## src/design/sssd_pkg.sv

```systemverilog
// ----------------------------------------------------------------------------
// sssd_pkg
// Shared types, register codes and the character glyph table for the
// four-digit multiplexed seven-segment scan driver.
// ----------------------------------------------------------------------------
package sssd_pkg;

    localparam int TEXT_DEPTH = 32;
    localparam int ADDR_W     = $clog2(TEXT_DEPTH);
    // signed position into the store, wide enough for len-1-p and window+3
    localparam int POS_W      = ADDR_W + 2;
    localparam int LEN_W      = 6;
    localparam int GLYPH_N    = 42;
    localparam int GLYPH_W    = $clog2(GLYPH_N);

    // configuration register indexes
    localparam logic [2:0] CFG_COMMON_ANODE  = 3'd0;
    localparam logic [2:0] CFG_SCROLL_ENABLE = 3'd1;
    localparam logic [2:0] CFG_SCROLL_PERIOD = 3'd2;
    localparam logic [2:0] CFG_TEXT_LENGTH   = 3'd3;
    localparam logic [2:0] CFG_DP_DIGIT      = 3'd4;

    // item kinds carried on tuser
    localparam logic CMD_TICK  = 1'b0;
    localparam logic CMD_WRITE = 1'b1;

    localparam logic [2:0] POINT_NONE = 3'b111;

    typedef struct packed {
        logic        common_anode;
        logic        scroll_enable;
        logic [7:0]  scroll_period;
        logic [5:0]  text_length;
        logic [2:0]  dp_digit;
    } t_cfg;

    typedef struct packed {
        logic [1:0]        digit;
        logic              pos_ok;
        logic [ADDR_W-1:0] addr;
    } t_scan;

    typedef struct packed {
        logic       hit;
        logic [7:0] pattern;
    } t_glyph;

    // a..g in bits 0..6, point in bit 7
    localparam logic [7:0] GLYPHS [GLYPH_N] = '{
        8'h3F, 8'h06, 8'h5B, 8'h4F, 8'h66, 8'h6D, 8'h7D, 8'h07, 8'h7F, 8'h67,
        8'h77, 8'h7C, 8'h39, 8'h5E, 8'h79, 8'h71, 8'h3D, 8'h74, 8'h06, 8'h1E,
        8'h75, 8'h38, 8'h15, 8'h37, 8'h5C, 8'h73, 8'h67, 8'h50, 8'h6D, 8'h78,
        8'h3E, 8'h1C, 8'h2A, 8'h76, 8'h6E, 8'h5B,
        8'h00, 8'h40, 8'h08, 8'h80, 8'h41, 8'h63
    };

    function automatic t_glyph glyph_lookup(input logic [7:0] code);
        logic [GLYPH_W-1:0] gi;
        logic               hit;
        t_glyph             r;
        hit = 1'b1;
        gi  = '0;
        if (code >= 8'h30 && code <= 8'h39) begin
            gi = GLYPH_W'(code - 8'h30);
        end else if (code >= 8'h61 && code <= 8'h7A) begin
            gi = GLYPH_W'(code - 8'h61 + 8'd10);
        end else if (code >= 8'h41 && code <= 8'h5A) begin
            gi = GLYPH_W'(code - 8'h41 + 8'd10);
        end else begin
            case (code)
                8'h20:   gi = GLYPH_W'(36);  // space
                8'h2D:   gi = GLYPH_W'(37);  // dash
                8'h5F:   gi = GLYPH_W'(38);  // underscore
                8'h2E:   gi = GLYPH_W'(39);  // point
                8'h3D:   gi = GLYPH_W'(40);  // equals
                8'h2A:   gi = GLYPH_W'(41);  // degree
                default: hit = 1'b0;
            endcase
        end
        r.hit     = hit;
        r.pattern = GLYPHS[gi];
        return r;
    endfunction

endpackage

```

## src/design/sssd_store.sv

```systemverilog
// ----------------------------------------------------------------------------
// sssd_store
// Character store: one write port, one combinational read port, cleared
// at reset.
// ----------------------------------------------------------------------------
module sssd_store (
    input  logic                      i_clk,
    input  logic                      i_rst_n,
    input  logic                      i_we,
    input  logic [sssd_pkg::ADDR_W-1:0] i_waddr,
    input  logic [7:0]                i_wdata,
    input  logic [sssd_pkg::ADDR_W-1:0] i_raddr,
    output logic [7:0]                o_rdata
);
    import sssd_pkg::*;

    logic [7:0] r_text [TEXT_DEPTH];

    always_ff @(posedge i_clk) begin
        if (!i_rst_n) begin
            for (int i = 0; i < TEXT_DEPTH; i++) begin
                r_text[i] <= 8'h00;
            end
        end else if (i_we) begin
            r_text[i_waddr] <= i_wdata;
        end
    end

    assign o_rdata = r_text[i_raddr];

endmodule

```

## src/design/sssd_scan.sv

```systemverilog
// ----------------------------------------------------------------------------
// sssd_scan
// Digit scan, scroll window and tick counter; works out which store
// position the current digit shows.
// ----------------------------------------------------------------------------
module sssd_scan (
    input  logic            i_clk,
    input  logic            i_rst_n,
    input  sssd_pkg::t_cfg  i_cfg,
    input  logic            i_tick,
    output sssd_pkg::t_scan o_scan
);
    import sssd_pkg::*;

    logic [1:0]       r_digit;
    logic [ADDR_W-1:0] r_window;
    logic [7:0]       r_ticks;
    logic [1:0]       n_digit;
    logic [ADDR_W-1:0] n_window;
    logic [7:0]       n_ticks;

    logic [LEN_W-1:0] len;
    logic [POS_W-1:0] pos;
    logic [7:0]       ticks_inc;
    logic [ADDR_W:0]  window_inc;

    // clamp length to 1..TEXT_DEPTH
    always_comb begin
        if (i_cfg.text_length == '0) begin
            len = LEN_W'(1);
        end else if (i_cfg.text_length > LEN_W'(TEXT_DEPTH)) begin
            len = LEN_W'(TEXT_DEPTH);
        end else begin
            len = i_cfg.text_length;
        end
    end

    always_comb begin
        if (i_cfg.scroll_enable) begin
            pos = POS_W'(r_window) + POS_W'(3) - POS_W'(r_digit);
        end else begin
            pos = POS_W'(len) - POS_W'(1) - POS_W'(r_digit);
        end
    end

    assign o_scan.digit  = r_digit;
    assign o_scan.pos_ok = (pos[POS_W-1:ADDR_W] == '0);
    assign o_scan.addr   = pos[ADDR_W-1:0];

    assign ticks_inc  = r_ticks + 8'd1;
    assign window_inc = (ADDR_W+1)'(r_window) + (ADDR_W+1)'(1);

    always_comb begin
        n_digit  = r_digit;
        n_window = r_window;
        n_ticks  = r_ticks;
        if (i_tick) begin
            // short text wraps the scan early
            if (r_digit == 2'd3 || len == LEN_W'(r_digit) + LEN_W'(1)) begin
                n_digit = 2'd0;
            end else begin
                n_digit = r_digit + 2'd1;
            end
            if (i_cfg.scroll_enable) begin
                if (ticks_inc > i_cfg.scroll_period) begin
                    n_ticks = 8'd0;
                    if (POS_W'(window_inc) + POS_W'(3) >= POS_W'(len)) begin
                        n_window = '0;
                    end else begin
                        n_window = window_inc[ADDR_W-1:0];
                    end
                end else begin
                    n_ticks = ticks_inc;
                end
            end
        end
    end

    always_ff @(posedge i_clk) begin
        if (!i_rst_n) begin
            r_digit  <= 2'd0;
            r_window <= '0;
            r_ticks  <= 8'd0;
        end else begin
            r_digit  <= n_digit;
            r_window <= n_window;
            r_ticks  <= n_ticks;
        end
    end

endmodule

```

## src/design/seven_segment_scan_driver.sv

```systemverilog
// ----------------------------------------------------------------------------
// seven_segment_scan_driver
// Four-digit multiplexed seven-segment driver with a 32-character store.
// ----------------------------------------------------------------------------
// Input stream (s_*): tuser selects the item kind. A write item stores
// char_code at char_index and gives no output. A tick item lights the next
// digit, rightmost first, and gives one output item with the segment levels
// and a one-hot digit enable (bit 3 rightmost).
// Config channel: i_cfg_index picks common_anode, scroll_enable,
// scroll_period, text_length or the decimal point digit; writes are always
// taken and should only be made while no items are in flight.
// Pipeline: an accepted item waits in the input register, then its
// result is loaded into the output register. One item per cycle is
// sustained while the output is not stalled; the store lookup, glyph
// table and point logic sit between those two registers.
// Reset clears the store, the scan and scroll counters, and the config
// registers to their defaults; no clearing pass is needed.
// A stalled output holds its item; a following tick then waits in the input
// register, writes ahead of it still drain during the stall, and s_tready
// drops only when a tick is blocked there.
// ----------------------------------------------------------------------------
module seven_segment_scan_driver (
    input  logic        i_clk,
    input  logic        i_rst_n,
    // input stream
    input  logic        s_tvalid,
    output logic        s_tready,
    input  logic [15:0] s_tdata,   // char_index[4:0], char_code[12:5], zero pad
    input  logic        s_tuser,   // command
    // output stream
    output logic        m_tvalid,
    input  logic        m_tready,
    output logic [15:0] m_tdata,   // segments[7:0], digit_enable[11:8], zero pad
    // configuration writes
    input  logic        i_cfg_valid,
    output logic        o_cfg_ready,
    input  logic [2:0]  i_cfg_index,
    input  logic [7:0]  i_cfg_data
);
    import sssd_pkg::*;

    t_cfg             r_cfg;
    logic             r_in_valid;
    logic             r_in_cmd;
    logic [ADDR_W-1:0] r_in_index;
    logic [7:0]       r_in_code;
    logic             r_out_valid;
    logic [7:0]       r_out_seg;
    logic [3:0]       r_out_en;
    logic [7:0]       r_last_pattern;

    logic             s_take;
    logic             fire;
    logic             tick;
    logic             wr;
    t_scan            scan;
    logic [7:0]       rdata;
    t_glyph           glyph;
    logic [7:0]       n_seg;
    logic             lit;

    assign o_cfg_ready = 1'b1;

    always_ff @(posedge i_clk) begin
        if (!i_rst_n) begin
            r_cfg.common_anode  <= 1'b0;
            r_cfg.scroll_enable <= 1'b0;
            r_cfg.scroll_period <= 8'd100;
            r_cfg.text_length   <= 6'd1;
            r_cfg.dp_digit      <= POINT_NONE;
        end else if (i_cfg_valid) begin
            case (i_cfg_index)
                CFG_COMMON_ANODE:  r_cfg.common_anode  <= i_cfg_data[0];
                CFG_SCROLL_ENABLE: r_cfg.scroll_enable <= i_cfg_data[0];
                CFG_SCROLL_PERIOD: r_cfg.scroll_period <= i_cfg_data;
                CFG_TEXT_LENGTH:   r_cfg.text_length   <= i_cfg_data[5:0];
                CFG_DP_DIGIT:      r_cfg.dp_digit      <= i_cfg_data[2:0];
                default: ;
            endcase
        end
    end

    // writes never need the output slot
    assign fire     = r_in_valid && (r_in_cmd == CMD_WRITE || !r_out_valid || m_tready);
    assign tick     = fire && (r_in_cmd == CMD_TICK);
    assign wr       = fire && (r_in_cmd == CMD_WRITE);
    assign s_tready = !r_in_valid || fire;
    assign s_take   = s_tvalid && s_tready;

    always_ff @(posedge i_clk) begin
        if (!i_rst_n) begin
            r_in_valid <= 1'b0;
        end else if (s_take) begin
            r_in_valid <= 1'b1;
        end else if (fire) begin
            r_in_valid <= 1'b0;
        end
    end

    always_ff @(posedge i_clk) begin
        if (s_take) begin
            r_in_cmd   <= s_tuser;
            r_in_index <= s_tdata[ADDR_W-1:0];
            r_in_code  <= s_tdata[12:5];
        end
    end

    sssd_store u_store (
        .i_clk   (i_clk),
        .i_rst_n (i_rst_n),
        .i_we    (wr),
        .i_waddr (r_in_index),
        .i_wdata (r_in_code),
        .i_raddr (scan.addr),
        .o_rdata (rdata)
    );

    sssd_scan u_scan (
        .i_clk   (i_clk),
        .i_rst_n (i_rst_n),
        .i_cfg   (r_cfg),
        .i_tick  (tick),
        .o_scan  (scan)
    );

    assign glyph = glyph_lookup(rdata);
    assign lit   = !r_cfg.dp_digit[2] && (r_cfg.dp_digit[1:0] == scan.digit);

    always_comb begin
        // unmapped or off-text characters repeat the last driven pattern
        if (scan.pos_ok && glyph.hit) begin
            n_seg = glyph.pattern ^ {8{r_cfg.common_anode}};
        end else begin
            n_seg = r_last_pattern;
        end
        if (r_cfg.dp_digit != POINT_NONE) begin
            n_seg[7] = lit ^ r_cfg.common_anode;
        end
    end

    always_ff @(posedge i_clk) begin
        if (!i_rst_n) begin
            r_out_valid    <= 1'b0;
            r_last_pattern <= 8'h00;
        end else if (tick) begin
            r_out_valid    <= 1'b1;
            r_last_pattern <= n_seg;
        end else if (m_tready) begin
            r_out_valid    <= 1'b0;
        end
    end

    always_ff @(posedge i_clk) begin
        if (tick) begin
            r_out_seg <= n_seg;
            r_out_en  <= 4'b1000 >> scan.digit;
        end
    end

    assign m_tvalid = r_out_valid;
    assign m_tdata  = {4'b0000, r_out_en, r_out_seg};

endmodule

```

## config.mk

```make
export PLATFORM = sky130hd
export DESIGN_NAME = seven_segment_scan_driver
export DESIGN_NICKNAME = d
export VERILOG_FILES = /design/src/design/sssd_pkg.sv /design/src/design/sssd_store.sv /design/src/design/sssd_scan.sv /design/src/design/seven_segment_scan_driver.sv
export SDC_FILE = /design/constraint.sdc
export NUM_CORES = 1
export LEC_CHECK = 0
export BUFFER_PORTS_ARGS = -buffer_cell sky130_fd_sc_hd__buf_2
export CAP_MARGIN = 20
export CORE_MARGIN = 2
export CORE_UTILIZATION = 45
export DETAILED_ROUTE_END_ITERATION = 6
export HOLD_SLACK_MARGIN = 0.1
export PLACE_DENSITY = 0.65
export SETUP_SLACK_MARGIN = 0.1
export SLEW_MARGIN = 20
export SYNTH_ARGS = -nofsm -noshare
export SYNTH_HDL_FRONTEND = slang
export SYNTH_SLANG_ARGS = --single-unit
```

## constraint.sdc

```tcl
create_clock -name i_clk -period 8.75 [get_ports i_clk]
set_input_delay 1.75 -clock i_clk [delete_from_list [all_inputs] [get_ports i_clk]]
set_output_delay 1.75 -clock i_clk [all_outputs]
set_load 0.05 [all_outputs]
```

* Yosys cells after proc, flatten, opt, wreduce, memory -nomap -nowiden
Memory sizes are Yosys's and may differ from the RTL's. Cells that the tools add are included.
Word-level totals: register bits 70, latch bits 0, bits in writable memories 256, ROM bits 512, input port bits 33, output and inout port bits 19, word-level logic and storage cells 120, memories kept 2
Cells by class: $add $sub $neg 14, $mul 0, divide/modulo/power cells 0, $lt $le $gt $ge 10, equal/unequal tests 14, shifts and indexed selects 1, muxes and demuxes 29, bitwise operators 4, reductions and logical operators 30
Memories:
- (name not given) | depth 64, bits a word 8, rd ports 1, clocked after Yosys merged registers in 0, wr ports 0, RTL line sssd_pkg.sv:81 | r.pattern = GLYPHS[gi];
- u_store.r_text | depth 32, bits a word 8, rd ports 1, clocked after Yosys merged registers in 0, wr ports 32, RTL line sssd_store.sv:17 | logic [7:0] r_text [TEXT_DEPTH];
Operators with widths (number):
- $eq A8 B6 Y1 const B | 5
- $mux W8 | 5
- $pmux W6 S6 | 1
- $mux W6 | 5
- $ge A8 B7 Y1 const B | 2
- $le A8 B7 Y1 const B | 2
- $mux W1 | 14
- $sub A7 B2 Y7 | 2
- $add A6 B4 Y6 const B | 2
- $reduce_and A2 Y1 | 6
- $sub A6 B6 Y6 const B | 2
- $mux W5 | 2
- $logic_and A1 B1 Y1 | 9
- $add A8 B1 Y8 const B | 1
- $eq A8 B7 Y1 const B | 1
- $ge A8 B6 Y1 const B | 1
- $gt A8 B8 Y1 | 1
- $le A8 B6 Y1 const B | 1
- $reduce_or A8 Y1 | 1
- $xor A8 B8 Y8 | 1
- $add A6 B2 Y7 const B | 1
- $ge A7 B6 Y1 | 1
- $ge A7 B7 Y1 const B | 1
- $mux W7 | 1
- 27 further kinds | 34

* Depth between registers and ports, before layout
An unclocked memory read counts as a cell.
depth after elaboration 19, mapped depth 29, mapped depth without buffers 24

* Cells and area by module
From an unflattened synthesis, not the netlist that was laid out.
Second synthesis, totals: cell total of the unflattened synthesis 1401, area total of the unflattened synthesis 17549.3 um^2
By module, submodules not included:
- sssd_store | times used 1, cells each 732, area each 11816.3 um^2, seq. area each 7687.4 um^2
- seven_segment_scan_driver | times used 1, cells each 419, area each 3791.1 um^2, seq. area each 1361.3 um^2
- sssd_scan | times used 1, cells each 250, area each 1941.9 um^2, seq. area each 300.3 um^2

* Least setup slack after synthesis
Ideal clock, no wire load.
path type reg2reg, start point register u_scan.r_window[0], end point register r_out_seg[0] (data pin), arrival time 5.838 ns, data required time 8.490 ns, setup slack 2.652 ns, stages on the path, launching flop included 26, clock period less this slack 6.098 ns, cell sequence dfxtp_1 buf_6 inv_1 ha_1 inv_1 fa_1 xor3_1 nand2_1 o31a_1 buf_2 buf_6 mux2i_1 mux2i_1 mux2i_1 nand3_1 o31ai_1 a31oi_2 a211oi_2 inv_1 ha_1 clkbuf_1 nor4b_2 a221o_1 a311o_1 xnor2_1 mux2_2
On the way: word-level cells in the longest chain between the ends 15, elaborated cells on any way between the ends 41, those cells by class add/sub (7); order compare (6); eq/ne (6); mux (12); bitwise (2); reduce/logical (6); memory (2)
RTL lines:
- start, declared | RTL line sssd_scan.sv:16 | logic [ADDR_W-1:0] r_window;
- start signal, assigned | RTL line sssd_scan.sv:86 | r_window <= n_window;
- $add A5 B2 Y6 (*) | RTL line sssd_scan.sv:40 | pos = POS_W'(r_window) + POS_W'(3) - POS_W'(r_digit);
- $sub A7 B2 Y7 (*) | RTL line sssd_scan.sv:40
- $mux W7 (*) | RTL line sssd_scan.sv:39 | if (i_cfg.scroll_enable) begin
- $mem_v2 Z32 W8
- $sub A6 B1 Y6 (tied with other cells) | RTL line sssd_pkg.sv:68 | gi = GLYPH_W'(code - 8'h41 + 8'd10);
- $add A6 B4 Y6 (tied with other cells) | RTL line sssd_pkg.sv:68
- $mux W6 | RTL line sssd_pkg.sv:67 | end else if (code >= 8'h41 && code <= 8'h5A) begin
- $mux W6 | RTL line sssd_pkg.sv:65 | end else if (code >= 8'h61 && code <= 8'h7A) begin
- $mux W6 | RTL line sssd_pkg.sv:63 | if (code >= 8'h30 && code <= 8'h39) begin
- $not A6 Y7 (implied by the code) | RTL line sssd_pkg.sv:81
- $mem_v2 Z64 W8
- $mux W8 (implied by the code) (2 in series) | RTL line sssd_pkg.sv:81
- $xor A8 B8 Y8 | RTL line seven_segment_scan_driver.sv:132 | n_seg = glyph.pattern ^ {8{r_cfg.common_anode}};
- $mux W8 (*) | RTL line seven_segment_scan_driver.sv:131 | if (scan.pos_ok && glyph.hit) begin
- net n_seg[0] | RTL line seven_segment_scan_driver.sv:59 | logic [7:0] n_seg;
- end signal, assigned | RTL line seven_segment_scan_driver.sv:155 | r_out_seg <= n_seg;
- end, declared | RTL line seven_segment_scan_driver.sv:48 | logic [7:0] r_out_seg;
The timed path passes the listed nets; every way through them passes the cells marked *. The select of a mux whose other input is x is not followed. A chain may end at the register's enable or synchronous reset.

* Final worst setup path
Same ends and word-level chain as after synthesis.

==> metrics.yaml <==
yosys:
  netlist_area_um2: 17720
  ys_ff_latch: 326
  yosys_warnings: 0
  avgSynthCellArea_um2: 11.98
  synthFlopType: "edfxtp_1"
  synth.yosys.seq_area_share_pct: 52.75
  synth_cells: 1480
  synth_edf_count: 282
  async_reset_ff_share_pct: 0
  synth_cell_type_count: 103
global_routing:
  grtUsageTotal_pct: 20.08
  global_route.overflow_total: 0
  grt_pass1_wl_um: 63160
  antenna_found_initial: 0
  grt_pass1_vias: 11280
  grt_max_degree: 46
cts:
  cts_setup_buffers: 0
  cts_hold_buffers: 0
  cts_tree: "built"
  cts_buffers: 36
  htreeDepth: 2
  clk_latency_ns: 0.58
  clkSinkCount: 326
  clkTransAtPathRegs_ns: 0.06
  clk_path_buf_depth: 3
  cts-root-buf: "clkbuf_16"
  cts_resized: 0
worst_setup_path:
  path_cells: "inv_1 -> ha_1 -> inv_1 -> fa_1 -> xor3_1 -> nand2_1 -> o31a_1 -> mux2i_1 -> mux2i_1 -> mux2i_1 -> or2_1 -> nand2_1 -> a31oi_2 -> a211oi_2 -> buf_4 -> inv_1 -> ha_1 -> nor4b_2 -> a221o_1 -> a311o_1 -> xnor2_1 -> mux2_2"
  cp-start-kind: "flip-flop"
  cpPeakStageDelay_ns: 0.84
  critical_path_required_ns: 9.04
  crit_type: "flip-flop to flip-flop"
  slowest_stage: "o31a_1"
  arrival_ns: 7.62
  cp_top_family: "compound AO/OA/AOI/OAI gates"
  endpoint_kind: "flip-flop"
  cp_num_buf_inv: 4
  worst-path-max-fanout: 14
die:
  die-width_um: 202.5
  rows: 72
  start_util_pct: 45.76
  coreArea_um2: 38740
  die-area_um2: 40990
  die_y_um: 202.5
  pin_count: 52
final_layout:
  antenna_cells: 0
  layout.cells.non_filler: 2059
  mostFrequentLayoutCells: "edfxtp_1 (282), and2_1 (259), nor2_1 (88)"
  n_fill_cell: 3403
  areaGrowthSynthToFinish_pct: 10.79
  layout-drive-gt1-share_pct: 16.16
  finalNetCount: 1579
  layout_commonest_cell: "edfxtp_1"
worst_hold_path:
  hp-class: "flip-flop to flip-flop"
route:
  firstDrtPassIters: 5
  viasPerCell: 5.611
  route.met3.wl_um: 2079
  wirelength_um: 40900
  vias: 11550
  avgRoutedWirePerCell_um: 19.86
  wl_met2_um: 19960
  drt.antenna.violating_nets: 0
  drc: 0
  m1WireLength_um: 17880
  first_iter_violations: 866
  routed.top_layer: "met4"
power:
  ir_drop_mv: 0.1867
  p_per_area_nw_per_um2: 198.5
  p_leak_uw: 0.007399
timing:
  slew_headroom_pct: 25.30
  tns_ns: 0
  holdWs_ns: 0.4635
  rsz0062_at_grt: "false"
  drv_slew: 0
  setup_ws_ns: 1.423
  hold_viol: 0
  setup_viol: 0
  max_freq_mhz: 136.5
  worst_pin_slew_ns: 1.120
  period_needed_ns: 7.327
  skew_ns: 0.03476
  finalCritPeriodShare_pct: 83.74
placed_design:
  hpwlAfterDp_um: 27180
  port_buffers: 43
  dp_slack_ns: 1.423
  gp_congestion: 0.9074
  dp.cells: 1992
flow_run:
  drv_cap: 0
outcome:
  status: "complete, no violations"
[report_power, final]
group	switching, µW	internal [µW]	total [µW]
Clock	635	919	1550
Combinational	353	225	578
Sequential	27.8	1740	1770
Total	1020	2880	3900
[worst min-delay path, stage by stage (launching register included)]
cell and delay, ns:
dfxtp_1 0.31, nand2_1 0.05, a21oi_1 0.05
[state kept, by name, indices dropped and copies added, names as in the netlist]
signal           count
r_cfg               19
r_out_seg            8
r_in_code            8
r_last_pattern       8
u_scan.r_ticks       8
m_tvalid             1
r_in_cmd             1
r_out_en             4
u_store.r_text     256
r_in_index           5
u_scan.r_digit       2
r_in_valid           1
u_scan.r_window      5
[final timing paths]
| kind | endpoint | start | depth (start not counted) | slack (ns) |
|---|---|---|---|---|
| setup / recovery | r_out_seg[0] | u_scan.r_window[0] | 22 | 1.42 |
| hold reg to reg | r_last_pattern[7] | r_last_pattern[7] | 2 | 0.46 |
| hold / removal | r_last_pattern[7] | r_last_pattern[7] | 2 | 0.46 |
| setup reg to reg | r_out_seg[0] | u_scan.r_window[0] | 22 | 1.42 |
[synth_stat cells (all sizes together), types with 11 or more instances]
cell type | n | area share (%)
nand3 | 32 | 0.90
xnor2 | 16 | 0.79
nor3 | 49 | 1.4
dfxtp | 44 | 5.0
nand2b | 50 | 1.8
nand2 | 82 | 1.8
mux2i | 75 | 4.3
clkbuf | 49 | 1.0
mux2 | 15 | 0.97
nor2 | 91 | 2.0
a21oi | 47 | 1.3
ha | 30 | 2.1
o21ai | 66 | 1.9
and2 | 260 | 9.2
mux4 | 48 | 6.1
buf | 43 | 2.1
nor2b | 12 | 0.42
a211oi | 11 | 0.59
edfxtp | 282 | 48
inv | 34 | 0.72
[layout make-up]
class	count	area, µm²	area share (%)
inverter	34	127.6	0.6499
clock inverter	15	211.5	1.077
multi-input combinational	1031	7726	39.35
sequential	326	9349	47.61
clock buffer	49	991.0	5.047
timing repair buffer	86	583.1	2.969
tap	518	648.1	3.301
[kinds of logic after synthesis]
group | share of synthesized area [%]
multiplexers | 11.33
other | 0.04237
buffers and inverters | 3.826
AND/OR/NAND/NOR | 19.30
XOR/XNOR | 1.419
AO/OA/AOI/OAI | 9.106
adder cells (fa/ha/maj) | 2.231
flip-flops | 52.75
[routing by layer]
layer  up-vias  global-route usage (%)
li1       5462                       -
met1      5717                   26.91
met2       320                   34.00
met3        54                   2.536
met4         0                   6.569
met5         -                       0
[metrics by stage]
stage / util [%] / total power (µW) / instance area (µm²)
global route: 50.69 / 4028 / 19640
floorplan: - / 2235 / 17740
CTS: 50.60 / 3924 / 19600
detailed placement: 47.50 / 2374 / 18400
finish: 50.69 / 3898 / 19640
global placement: 47.43 / 2361 / 18370
No activity file was read; power rests on OpenSTA's default activity.
